$ cat src/rtl/dtic_pkg.sv
// ----------------------------------------------------------------------------
// dtic_pkg: shared types, constants and calibration tables
// Payload structs for both channels, the queue item between front and back,
// and the Q16 calibration curves of the shelf distance sensors.
// ----------------------------------------------------------------------------
`default_nettype none

package dtic_pkg;

    localparam int DIST_W     = 16;
    localparam int SENSOR_W   = 3;
    localparam int LEN_W      = 8;
    localparam int STATUS_W   = 3;
    localparam int COUNT_W    = 8;
    localparam int DEPTH_W    = 8;
    localparam int OFFSET_W   = 11;
    localparam int CFG_INDEX_W = 2;
    localparam int CFG_DATA_W = 11;

    // Internal arithmetic widths.
    localparam int NEAR_DIST_W = 9;   // readings that reach the formula are at most 400
    localparam int SLOPE_W     = 13;
    localparam int E_W         = 23;
    localparam int BASE_W      = 13;
    localparam int NUM_W       = 30;
    localparam int REM_W       = 13;
    localparam int DIVIDEND_W  = 16;

    localparam int MID_DEPTH_DEF = 4;
    localparam int OUT_DEPTH_DEF = 4;

    localparam logic [DIST_W-1:0]   FAR_LIMIT_MM = 16'd400;
    localparam logic [COUNT_W-1:0]  ERROR_BASE   = 8'd250;
    localparam logic [COUNT_W-1:0]  COUNT_MAX    = 8'd255;
    localparam logic [SENSOR_W-1:0] LAST_CURVE   = 3'd4;

    typedef enum logic [CFG_INDEX_W-1:0] {
        CFG_SHELF_DEPTH = 2'd0,
        CFG_DIST_OFFSET = 2'd1
    } dtic_cfg_index_t;

    typedef struct packed {
        logic [DIST_W-1:0]   distance_mm;
        logic [SENSOR_W-1:0] sensor_index;
        logic [LEN_W-1:0]    item_length;
        logic [STATUS_W-1:0] sensor_status;
    } dtic_in_t;

    typedef struct packed {
        logic [COUNT_W-1:0] item_count;
        logic               zero_length_flag;
    } dtic_out_t;

    // One classified reading as it waits between front and back.
    typedef struct packed {
        logic                     direct;      // result already known
        logic [COUNT_W-1:0]       direct_count;
        logic                     flag;
        logic signed [BASE_W-1:0] base;
        logic signed [E_W-1:0]    corr;
        logic [LEN_W-1:0]         len;
    } dtic_item_t;

    // Slope of each calibration curve in Q16.
    function automatic logic signed [SLOPE_W-1:0] slope_of(input logic [SENSOR_W-1:0] curve);
        logic signed [SLOPE_W-1:0] s;
        case (curve)
            3'd1:    s = 13'sd3821;
            3'd2:    s = -13'sd439;
            3'd3:    s = 13'sd1258;
            3'd4:    s = 13'sd1160;
            default: s = 13'sd2025;
        endcase
        return s;
    endfunction

    // Intercept of each calibration curve in Q16.
    function automatic logic signed [E_W-1:0] icept_of(input logic [SENSOR_W-1:0] curve);
        logic signed [E_W-1:0] b;
        case (curve)
            3'd1:    b = -23'sd2797535;
            3'd2:    b = -23'sd1511981;
            3'd3:    b = -23'sd1634796;
            3'd4:    b = -23'sd1706885;
            default: b = -23'sd2411921;
        endcase
        return b;
    endfunction

endpackage

`default_nettype wire

$ cat src/rtl/distance_to_item_count.sv
// ----------------------------------------------------------------------------
// distance_to_item_count: shelf distance reading to product count
// Throughput: one reading per cycle while full is low; a back stage per quotient bit.
// Path: middle queue, back pipeline stages, result port; there a count waits for pop.
// Reset: rst_n clears all queues and the pipeline; both registers reset to zero.
// ----------------------------------------------------------------------------
`default_nettype none

module distance_to_item_count #(
    parameter int MID_DEPTH = dtic_pkg::MID_DEPTH_DEF,
    parameter int OUT_DEPTH = dtic_pkg::OUT_DEPTH_DEF
) (
    input  wire logic                              clk,
    input  wire logic                              rst_n,
    // Reading channel: a transaction happens when push is high and full low.
    input  wire logic                              push,
    input  wire dtic_pkg::dtic_in_t                reading,
    output logic                                   full,
    // Result channel: a transaction happens when pop is high and empty low.
    input  wire logic                              pop,
    output dtic_pkg::dtic_out_t                    result,
    output logic                                   empty,
    // Configuration write channel.
    input  wire logic                              cfg_valid,
    output logic                                   cfg_ready,
    input  wire logic [dtic_pkg::CFG_INDEX_W-1:0]  cfg_index,
    input  wire logic [dtic_pkg::CFG_DATA_W-1:0]   cfg_data
);
    import dtic_pkg::*;

    // Configuration registers. The user must write them only while idle; the block
    // does not enforce it. Writes are always accepted, with no datapath interlock.
    logic [DEPTH_W-1:0]  shelf_depth_reg, shelf_depth_next;
    logic [OFFSET_W-1:0] dist_offset_reg, dist_offset_next;

    assign cfg_ready = 1'b1;

    always_comb
    begin
        shelf_depth_next = shelf_depth_reg;
        dist_offset_next = dist_offset_reg;
        if (cfg_valid)
        begin
            case (cfg_index)
                CFG_SHELF_DEPTH: shelf_depth_next = cfg_data[DEPTH_W-1:0];
                CFG_DIST_OFFSET: dist_offset_next = cfg_data[OFFSET_W-1:0];
                default:         ;  // Writes to unknown indexes are dropped.
            endcase
        end
    end

    always_ff @(posedge clk or negedge rst_n)
    begin
        if (!rst_n)
        begin
            shelf_depth_reg <= '0;
            dist_offset_reg <= '0;
        end
        else
        begin
            shelf_depth_reg <= shelf_depth_next;
            dist_offset_reg <= dist_offset_next;
        end
    end

    // The front classifies the reading combinationally and writes the
    // classified item straight into the middle queue, so a reading is taken
    // whenever that queue has room.
    dtic_item_t front_item;
    dtic_item_t mid_item;
    logic       mid_full;
    logic       mid_empty;
    logic       mid_pop;

    dtic_front u_front (
        .reading     (reading),
        .shelf_depth (shelf_depth_reg),
        .dist_offset (dist_offset_reg),
        .item        (front_item)
    );

    assign full = mid_full;

    dtic_fifo #(
        .DEPTH (MID_DEPTH),
        .WIDTH ($bits(dtic_item_t))
    ) u_mid_fifo (
        .clk   (clk),
        .rst_n (rst_n),
        .push  (push),
        .wdata (front_item),
        .full  (mid_full),
        .pop   (mid_pop),
        .rdata (mid_item),
        .empty (mid_empty)
    );

    // The back pipeline drains the middle queue one item per cycle and
    // stalls as a whole only when its last stage cannot enter the result queue.
    dtic_out_t back_result;
    logic      out_push;
    logic      out_full;

    dtic_back u_back (
        .clk         (clk),
        .rst_n       (rst_n),
        .item        (mid_item),
        .item_empty  (mid_empty),
        .item_pop    (mid_pop),
        .result      (back_result),
        .result_push (out_push),
        .result_full (out_full)
    );

    // The result queue parts the pipeline from the consumer, so new readings
    // keep flowing while a finished count waits to be popped.
    dtic_fifo #(
        .DEPTH (OUT_DEPTH),
        .WIDTH ($bits(dtic_out_t))
    ) u_out_fifo (
        .clk   (clk),
        .rst_n (rst_n),
        .push  (out_push),
        .wdata (back_result),
        .full  (out_full),
        .pop   (pop),
        .rdata (result),
        .empty (empty)
    );

    // The pipeline never offers a result that the result queue would drop.
    assert property (@(posedge clk) disable iff (!rst_n) out_push |-> !out_full)
        else $error("result pushed into a full queue");

    // The back never pulls from an empty middle queue.
    assert property (@(posedge clk) disable iff (!rst_n) mid_pop |-> !mid_empty)
        else $error("middle queue popped while empty");

    // A zero-length count is always forced to zero.
    assert property (@(posedge clk) disable iff (!rst_n)
        (!empty && result.zero_length_flag) |-> (result.item_count == '0))
        else $error("zero length flag with nonzero count");

endmodule

`default_nettype wire

$ cat src/rtl/dtic_fifo.sv
// ----------------------------------------------------------------------------
// dtic_fifo: small synchronous queue
// Register-array queue with a fill count; used between front and back and
// in front of the result port.
// ----------------------------------------------------------------------------
`default_nettype none

module dtic_fifo #(
    parameter int DEPTH = 4,
    parameter int WIDTH = 8
) (
    input  wire logic             clk,
    input  wire logic             rst_n,
    input  wire logic             push,
    input  wire logic [WIDTH-1:0] wdata,
    output logic                  full,
    input  wire logic             pop,
    output logic [WIDTH-1:0]      rdata,
    output logic                  empty
);
    localparam int AW = (DEPTH > 1) ? $clog2(DEPTH) : 1;
    localparam int CW = $clog2(DEPTH + 1);
    localparam logic [AW-1:0] LAST_PTR = AW'(DEPTH - 1);
    localparam logic [CW-1:0] DEPTH_CNT = CW'(DEPTH);

    logic [WIDTH-1:0] mem [DEPTH];
    logic [AW-1:0]    wr_ptr_reg, wr_ptr_next;
    logic [AW-1:0]    rd_ptr_reg, rd_ptr_next;
    logic [CW-1:0]    count_reg, count_next;
    logic             do_push, do_pop;

    assign full    = (count_reg == DEPTH_CNT);
    assign empty   = (count_reg == '0);
    assign do_push = push && !full;
    assign do_pop  = pop && !empty;
    assign rdata   = mem[rd_ptr_reg];

    always_comb
    begin
        wr_ptr_next = wr_ptr_reg;
        rd_ptr_next = rd_ptr_reg;
        count_next  = count_reg;
        if (do_push)
        begin
            wr_ptr_next = (wr_ptr_reg == LAST_PTR) ? '0 : wr_ptr_reg + 1'b1;
        end
        if (do_pop)
        begin
            rd_ptr_next = (rd_ptr_reg == LAST_PTR) ? '0 : rd_ptr_reg + 1'b1;
        end
        if (do_push && !do_pop)
        begin
            count_next = count_reg + 1'b1;
        end
        else if (do_pop && !do_push)
        begin
            count_next = count_reg - 1'b1;
        end
    end

    always_ff @(posedge clk or negedge rst_n)
    begin
        if (!rst_n)
        begin
            wr_ptr_reg <= '0;
            rd_ptr_reg <= '0;
            count_reg  <= '0;
        end
        else
        begin
            wr_ptr_reg <= wr_ptr_next;
            rd_ptr_reg <= rd_ptr_next;
            count_reg  <= count_next;
        end
    end

    always_ff @(posedge clk)
    begin
        if (do_push)
        begin
            mem[wr_ptr_reg] <= wdata;
        end
    end

endmodule

`default_nettype wire

$ cat src/rtl/dtic_front.sv
// ----------------------------------------------------------------------------
// dtic_front: reading classifier
// Sorts a reading into error, far, zero length or formula, and for the
// formula case forms the calibration term and the integer base.
// ----------------------------------------------------------------------------
`default_nettype none

module dtic_front (
    input  wire dtic_pkg::dtic_in_t              reading,
    input  wire logic [dtic_pkg::DEPTH_W-1:0]    shelf_depth,
    input  wire logic [dtic_pkg::OFFSET_W-1:0]   dist_offset,
    output dtic_pkg::dtic_item_t                 item
);
    import dtic_pkg::*;

    logic [NEAR_DIST_W-1:0]    dist9;
    logic [SENSOR_W-1:0]       curve;
    logic signed [SLOPE_W-1:0] slope;
    logic signed [E_W-1:0]     prod;
    logic [DEPTH_W+3:0]        depth10;
    logic signed [BASE_W:0]    base_wide;

    assign dist9   = reading.distance_mm[NEAR_DIST_W-1:0];
    assign curve   = (reading.sensor_index <= LAST_CURVE) ? reading.sensor_index : '0;
    assign slope   = slope_of(curve);
    assign prod    = $signed({1'b0, dist9}) * slope;
    assign depth10 = {shelf_depth, 3'b000} + {2'b00, shelf_depth, 1'b0};
    assign base_wide = $signed({2'b00, depth10})
                     + $signed({6'b0, reading.item_length})
                     - $signed({5'b0, dist9})
                     - $signed({{(BASE_W + 1 - OFFSET_W){dist_offset[OFFSET_W-1]}},
                                dist_offset});

    always_comb
    begin
        item.base = base_wide[BASE_W-1:0];
        item.corr = prod + icept_of(curve);
        item.len  = reading.item_length;
        item.direct       = 1'b1;
        item.direct_count = '0;
        item.flag         = 1'b0;
        if (reading.sensor_status != '0)
        begin
            if (reading.sensor_status inside {[3'd6:3'd7]})
            begin
                item.direct_count = COUNT_MAX;
            end
            else
            begin
                item.direct_count = ERROR_BASE + {5'b0, reading.sensor_status};
            end
        end
        else if (reading.distance_mm > FAR_LIMIT_MM)
        begin
            item.direct_count = '0;
        end
        else if (reading.item_length == '0)
        begin
            item.flag = 1'b1;
        end
        else
        begin
            item.direct = 1'b0;
        end
    end

endmodule

`default_nettype wire

$ cat src/rtl/dtic_back.sv
// ----------------------------------------------------------------------------
// dtic_back: count pipeline
// Builds the Q16 numerator, then divides by the item length one quotient
// bit per stage with saturation at 255.
// ----------------------------------------------------------------------------
`default_nettype none

module dtic_back (
    input  wire logic                 clk,
    input  wire logic                 rst_n,
    input  wire dtic_pkg::dtic_item_t item,
    input  wire logic                 item_empty,
    output logic                      item_pop,
    output dtic_pkg::dtic_out_t       result,
    output logic                      result_push,
    input  wire logic                 result_full
);
    import dtic_pkg::*;

    localparam int STEPS = COUNT_W;

    typedef struct packed {
        logic               direct;
        logic [COUNT_W-1:0] count;
        logic               flag;
        logic               neg;
        logic               sat;
        logic [LEN_W-1:0]   len;
        logic [REM_W-1:0]   rem;
    } dtic_stage_t;

    dtic_stage_t            stage_reg  [STEPS+1];
    dtic_stage_t            stage_next [STEPS+1];
    logic [STEPS:0]         valid_reg;
    logic                   stall;
    logic signed [NUM_W-1:0] num;
    logic [DIVIDEND_W-1:0]  div_shift [STEPS+1];
    logic                   fits      [STEPS+1];

    assign stall       = valid_reg[STEPS] && result_full;
    assign item_pop    = !stall && !item_empty;
    assign result_push = valid_reg[STEPS] && !result_full;

    assign num = $signed({item.base[BASE_W-1], item.base, 16'b0})
               + $signed({{(NUM_W - E_W){item.corr[E_W-1]}}, item.corr});

    always_comb
    begin
        stage_next[0].direct = item.direct;
        stage_next[0].count  = item.direct_count;
        stage_next[0].flag   = item.flag;
        stage_next[0].neg    = num[NUM_W-1];
        stage_next[0].sat    = 1'b0;
        stage_next[0].len    = item.len;
        stage_next[0].rem    = num[NUM_W-2:16];
        div_shift[0] = '0;
        fits[0]      = 1'b0;
        // Stage k settles quotient bit STEPS-k by a compare and subtract.
        for (int k = 1; k <= STEPS; k++)
        begin
            stage_next[k] = stage_reg[k-1];
            div_shift[k]  = {{(DIVIDEND_W - LEN_W){1'b0}}, stage_reg[k-1].len} << (STEPS - k);
            fits[k]       = {{(DIVIDEND_W - REM_W){1'b0}}, stage_reg[k-1].rem} >= div_shift[k];
            if (k == 1)
            begin
                stage_next[k].sat = {{(DIVIDEND_W - REM_W){1'b0}}, stage_reg[k-1].rem}
                                  >= {stage_reg[k-1].len, {STEPS{1'b0}}};
                if (!stage_reg[k-1].direct)
                begin
                    stage_next[k].count = '0;
                end
            end
            if (!stage_reg[k-1].direct && fits[k])
            begin
                stage_next[k].rem = stage_reg[k-1].rem - div_shift[k][REM_W-1:0];
                stage_next[k].count[STEPS-k] = 1'b1;
            end
        end
    end

    always_ff @(posedge clk or negedge rst_n)
    begin
        if (!rst_n)
        begin
            valid_reg <= '0;
        end
        else if (!stall)
        begin
            valid_reg <= {valid_reg[STEPS-1:0], item_pop};
        end
    end

    always_ff @(posedge clk)
    begin
        if (!stall)
        begin
            for (int k = 0; k <= STEPS; k++)
            begin
                stage_reg[k] <= stage_next[k];
            end
        end
    end

    // The count of a direct item is kept in stage one instead of cleared.
    dtic_stage_t last;
    assign last = stage_reg[STEPS];

    always_comb
    begin
        result.zero_length_flag = last.flag;
        if (last.direct)
        begin
            result.item_count = last.count;
        end
        else if (last.neg)
        begin
            result.item_count = '0;
        end
        else if (last.sat)
        begin
            result.item_count = COUNT_MAX;
        end
        else
        begin
            result.item_count = last.count;
        end
    end

endmodule

`default_nettype wire
$ cat config.mk
export PLATFORM = sky130hd
export DESIGN_NAME = distance_to_item_count
export DESIGN_NICKNAME = d
export VERILOG_FILES = /design/src/rtl/dtic_pkg.sv /design/src/rtl/distance_to_item_count.sv /design/src/rtl/dtic_fifo.sv /design/src/rtl/dtic_front.sv /design/src/rtl/dtic_back.sv
export SDC_FILE = /design/constraint.sdc
export NUM_CORES = 1
export LEC_CHECK = 0
export BUFFER_PORTS_ARGS = -buffer_cell sky130_fd_sc_hd__buf_2
export CAP_MARGIN = 15
export CORE_AREA = 2 2 271 166
export DETAILED_ROUTE_END_ITERATION = 8
export DIE_AREA = 0 0 273 168
export GPL_ROUTABILITY_DRIVEN = 0
export GPL_TIMING_DRIVEN = 0
export PLACE_DENSITY_LB_ADDON = 0.12
export SLEW_MARGIN = 0
export SYNTH_ARGS = -nofsm -noshare
export SYNTH_HDL_FRONTEND = slang
export SYNTH_SLANG_ARGS = --single-unit
$ cat constraint.sdc
create_clock -name clk -period 9 [get_ports clk]
set_input_delay 1.8 -clock clk [delete_from_list [all_inputs] [get_ports clk]]
set_output_delay 1.8 -clock clk [all_outputs]
set_load 0.02 [all_outputs]
Word level (Yosys, flattened, before mapping). Memory sizes are Yosys's and may differ from the RTL's. Cells that the tools add are included.

Bits in registers: 42. Latch bits: 0. Bits in writable memories: 549. Bits in read-only memories: 0. Bits of input ports: 48. Memories kept: 3.

Memory list: u_back.stage_reg (depth 9, width 33, read ports 9, clocked after memory_dff 0, wr ports 9, line dtic_back.sv:32) `dtic_stage_t stage_reg [STEPS+1];`; u_mid_fifo.mem (depth 4, width 54, read ports 1, clocked after memory_dff 0, wr ports 1, line dtic_fifo.sv:26) `logic [WIDTH-1:0] mem [DEPTH];`; u_out_fifo.mem (depth 4, width 9, read ports 1, clocked after memory_dff 0, wr ports 1, line dtic_fifo.sv:26).

Add/sub/neg operators: 23. Multipliers: 1. Div/mod/pow operators: 0. Order comparisons: 13. Eq/ne operators: 11. Shift operators: 0. Multiplexer cells: 43. Bitwise logic cells: 0. Reductions and logical operators: 46.

Operators by type and width (count): two-way mux 13 bit (8); one-hot mux 22 bit (4 select lines) (1); one-hot mux 13 bit (4 select lines) (1); two-way mux 8 bit (6); subtractor 13 bit (3); adder 29 x 23 -> 30 bit (1); subtractor 13 x 10 -> 13 bit (2); subtractor 13 x 11 -> 13 bit (2); adder 23 bit (1); multiplier 10 x 13 -> 23 bit (1); logical AND 1 bit (20); two-way mux 1 bit (18); logical NOT 1 bit (17); greater-or-equal comparator 13 x 16 -> 1 bit (1); greater-than comparator 16 x 9 -> 1 bit, second input constant (1); greater-or-equal comparator 13 x 15 -> 1 bit (1); two-way mux 3 bit (5); greater-or-equal comparator 13 x 14 -> 1 bit (1); adder 12 x 8 -> 13 bit (1); greater-or-equal comparator 13 x 10 -> 1 bit (1); greater-or-equal comparator 13 x 11 -> 1 bit (1); greater-or-equal comparator 13 x 12 -> 1 bit (1); greater-or-equal comparator 13 bit (1); greater-or-equal comparator 13 x 8 -> 1 bit (1); 23 further kinds (41).

Depth between registers and ports, before layout.
Depth in word-level cells: 8. Gate-level depth with buffers: 25. Gate-level depth less buffers: 23.

Modules after synthesis. Synthesis repeated with hierarchy kept, for this count alone.

Cells, all modules: 2087. Area, all modules: 29838.6 µm².

By module, submodules not included: dtic_back (instances 1, cells an instance 916, area an instance 12897.4 µm², seq. area each 8483.1 µm²); dtic_fifo (u_mid_fifo) (instances 1, cells an instance 319, area an instance 8236.6 µm², seq. area each 6661.4 µm²); dtic_front (instances 1, cells an instance 725, area an instance 6217.2 µm², seq. area each 0.0 µm²); dtic_fifo (u_out_fifo) (instances 1, cells an instance 84, area an instance 1752.9 µm², seq. area each 1256.2 µm²); distance_to_item_count (instances 1, cells an instance 43, area an instance 734.5 µm², seq. area each 475.5 µm²).

Worst setup path before layout. OpenSTA, ideal clock, no wires.

Path kind: input to register. From: input port reading[12] (netlist bit). To: memory u_mid_fifo.mem[0][30] (netlist bit) (data pin). Library setup time: 274 ps. Arrival time: 7114 ps. Data required time: 8726 ps. Path slack: 1612 ps. Stages on the path: 22. Cells stage by stage: buf_4 > nand2b_2 > nor2_1 > inv_2 > clkbuf_1 > nor2_1 > fa_1 > fa_1 > fa_1 > fa_1 > inv_1 > fa_1 > inv_1 > ha_1 > nand4_1 > a211oi_1 > o211ai_1 > a31oi_2 > o22ai_2 > o21bai_2 > a21oi_1 > xnor2_1.

RTL lines: from (decl) (line distance_to_item_count.sv:17) `input wire dtic_pkg::dtic_in_t reading,`; to (decl) (line dtic_fifo.sv:26).

==> flow_metrics.env <==
export IMPL_yosys_warnings=0
export IMPL_antenna_found_initial=0
export IMPL_finalSetupTns_ns=0
export IMPL_dp_final_hpwl_um=36000
export IMPL_crit_type="in2reg"
export IMPL_rsz0062_at_grt="false"
export IMPL_max_freq_mhz=121
export IMPL_cts_resized=0
export IMPL_whs_ns=0.416
export IMPL_dr_first_iter_drc_count=1223
export IMPL_synth_top_area_cell="edfxtp_1"
export IMPL_min_period_ns=8.26
export IMPL_largest_reg_flops=265
export IMPL_viasPerCell=5.52
export IMPL_grtUsageTotal_pct=21.9
export IMPL_worstPathRequired_ns=9.29
export IMPL_grt_ovfl_total=0
export IMPL_utilization_pct=64.8
export IMPL_cap_viol_max_count=0
export IMPL_core_um2=43800
export IMPL_grt_pass1_wl_um=78000
export IMPL_worstSetupEndpointType="flop"
export IMPL_cp_max_fo=11
export IMPL_num_io_pins=60
export IMPL_synthCells=1825
export IMPL_ys_ff_latch=479
export IMPL_port_buffers=58
export IMPL_clkLatencyLatePin_ns=0.56
export IMPL_relSlewSlack_pct=33.0
export IMPL_grt_pass1_vias=14224
export IMPL_dp_cells=2477
export IMPL_cts_tree="built"
export IMPL_critical_path_arrival_ns=8.55
export IMPL_initial_core_util_pct=58.8
export IMPL_wl_per_cell_um=18.8
export IMPL_synth_edf_count=437
export IMPL_post_cts_buffers=0
export IMPL_cts_buffers=44
export IMPL_cts_buffer_depth=3
export IMPL_nets=2296
export IMPL_finalCritPeriodShare_pct=91.8
export IMPL_dr_pass1_iters=5
export IMPL_finalSetupViolations=0
export IMPL_synth_top_area_share_pct=50.9
export IMPL_seq_area_frac_synth_pct=55.0
export IMPL_cts_hold_buffers=0
export IMPL_num_rows=60
export IMPL_ant_nets=0
export IMPL_syn_area_per_cell_um2=14.1
export IMPL_fp_dieH_um=168
export IMPL_worstSetupStartpointType="input port"
export IMPL_die_x_um=273
export IMPL_final_hold_violation_count=0
export IMPL_syn_nets=2187
export IMPL_async_reset_ff_share_pct=8.77
export IMPL_synth_cell_types=72
export IMPL_final_max_slew_viol_count=0
export IMPL_min_path_type="reg2reg"
export IMPL_clkTransAtPathRegs_ns=0.07
export IMPL_drc=0
export IMPL_status="complete, no violations"
export IMPL_synthTopCellsByArea="edfxtp_1, fa_1, ha_1, dfrtp_1, inv_1"
export IMPL_synth_common_cells="edfxtp_1, inv_1, ha_1"
export IMPL_root_buffer="clkbuf_16"
export IMPL_fin_worst_skew_ns=0.0162
export IMPL_layout_area_overhead_vs_synth_pct=10.1
export IMPL_synthesis_area_um2=25800
export IMPL_htree_levels=2
export IMPL_final_cells=2556
export IMPL_dieArea_um2=45900
export IMPL_tightest_slew_ns=1.01
export IMPL_drive_gt1_share_pct=14.2
export IMPL_ys_flop_type="edfxtp_1"
export IMPL_dr_total_vias=14110
export IMPL_n_antenna_cell=0
export IMPL_yosysMostFrequentCell="edfxtp_1"
export IMPL_wirelength_um=48100
export IMPL_grt_max_degree=138
export IMPL_cts_sinks=479
## logic make-up after synthesis
| group | share of synthesized area (%) |
|---|---|
| AO/OA/AOI/OAI | 4.80 |
| XOR/XNOR | 2.99 |
| adder cells (fa/ha/maj) | 19.5 |
| buffers and inverters | 4.62 |
| flip-flops | 55.0 |
| multiplexers | 6.46 |
| other | 0.0145 |
| AND/OR/NAND/NOR | 6.67 |
## critical path, stage by stage
cell and delay (ns):
buf_2 0.12, buf_4 0.17, nand2b_2 0.22, nor2_1 0.12
inv_2 0.13, clkbuf_1 0.53, nor2_1 0.24, fa_1 0.82
fa_1 0.49, fa_1 0.49, fa_1 0.54, inv_1 0.05
fa_1 0.53, inv_1 0.04, ha_1 0.32, nand4_1 0.16
a211oi_1 0.36, o211ai_1 0.19, a31oi_2 0.34, o22ai_2 0.17
o21bai_2 0.18, a21oi_1 0.10, xnor2_1 0.41
## stage by stage
step | worst slack, ns | area (um2)
2_1_floorplan | 1.61 | 25800
3_3_place_gp | 0.217 | 26800
3_5_place_dp | 0.145 | 26900
4_1_cts | 0.701 | 28400
5_1_grt | 0.167 | 28400
6_report | 0.738 | 28400
## worst paths after layout
| kind | slack (ns) | cells after the start | endpoint | startpoint |
|---|---|---|---|---|
| setup / recovery | 0.74 | 23 | u_mid_fifo.mem[0][30]$_DFFE_PP_ | reading[12] |
| hold / removal | 0.42 | 0 | u_back.stage_reg[0][290]$_DFFE_PN_ | u_back.stage_reg[0][257]$_DFFE_PN_ |
| setup reg to reg | 4.84 | 11 | u_back.stage_reg[0][22]$_DFFE_PN_ | u_mid_fifo.rd_ptr_reg[0]$_DFFE_PN0P_ |
| hold reg to reg | 0.42 | 0 | u_back.stage_reg[0][290]$_DFFE_PN_ | u_back.stage_reg[0][257]$_DFFE_PN_ |
| max in group asynchronous | 6.95 | 1 | shelf_depth_reg[1]$_DFFE_PN0P_ | rst_n |
| min in group asynchronous | 1.39 | 1 | u_out_fifo.rd_ptr_reg[0]$_DFFE_PN0P_ | rst_n |
## routing by layer
layer	share of wire [%]	vias to the layer above	global-route usage, %	wire length (um)
met3	6.8	44	4.86	3270
met4	1.1	0	3.56	541
met2	42	368	31.1	20300
met5	0	-	0	0
li1	-	6639	-	-
met1	50	7059	35.4	24000
## layout make-up
cell class,instances,area [um2]
fillers,3234,15400
flip-flops and latches,479,14200
multi-input cells,1037,10400
clock buffers,59,1210
inverters,276,1040
well taps,589,737
repair buffers,63,405
clock inverters,20,248
plain buffers,33,154
## layout by cell type, fill, tap and decap left out, types with 9 or more instances in the layout
master and instances:
nor2_1 80, or2_2 16, clkbuf_16 45, nand2b_1 20, xor2_1 32, mux2i_1 9
xnor2_1 56, inv_1 272, edfxtp_1 437, mux2_2 54, mux4_2 43, ha_1 169
dfrtp_1 42, nor2b_1 25, clkbuf_1 30, nand2_1 85, nor3_1 30, buf_2 68
and2_1 19, a21o_1 26, o21ai_0 50, nor4_1 12, fa_1 145, a21oi_1 57
Power is left out: the tool's default activity adds up to more than one toggle a clock period on the data nets, which glitch-free logic cannot reach.
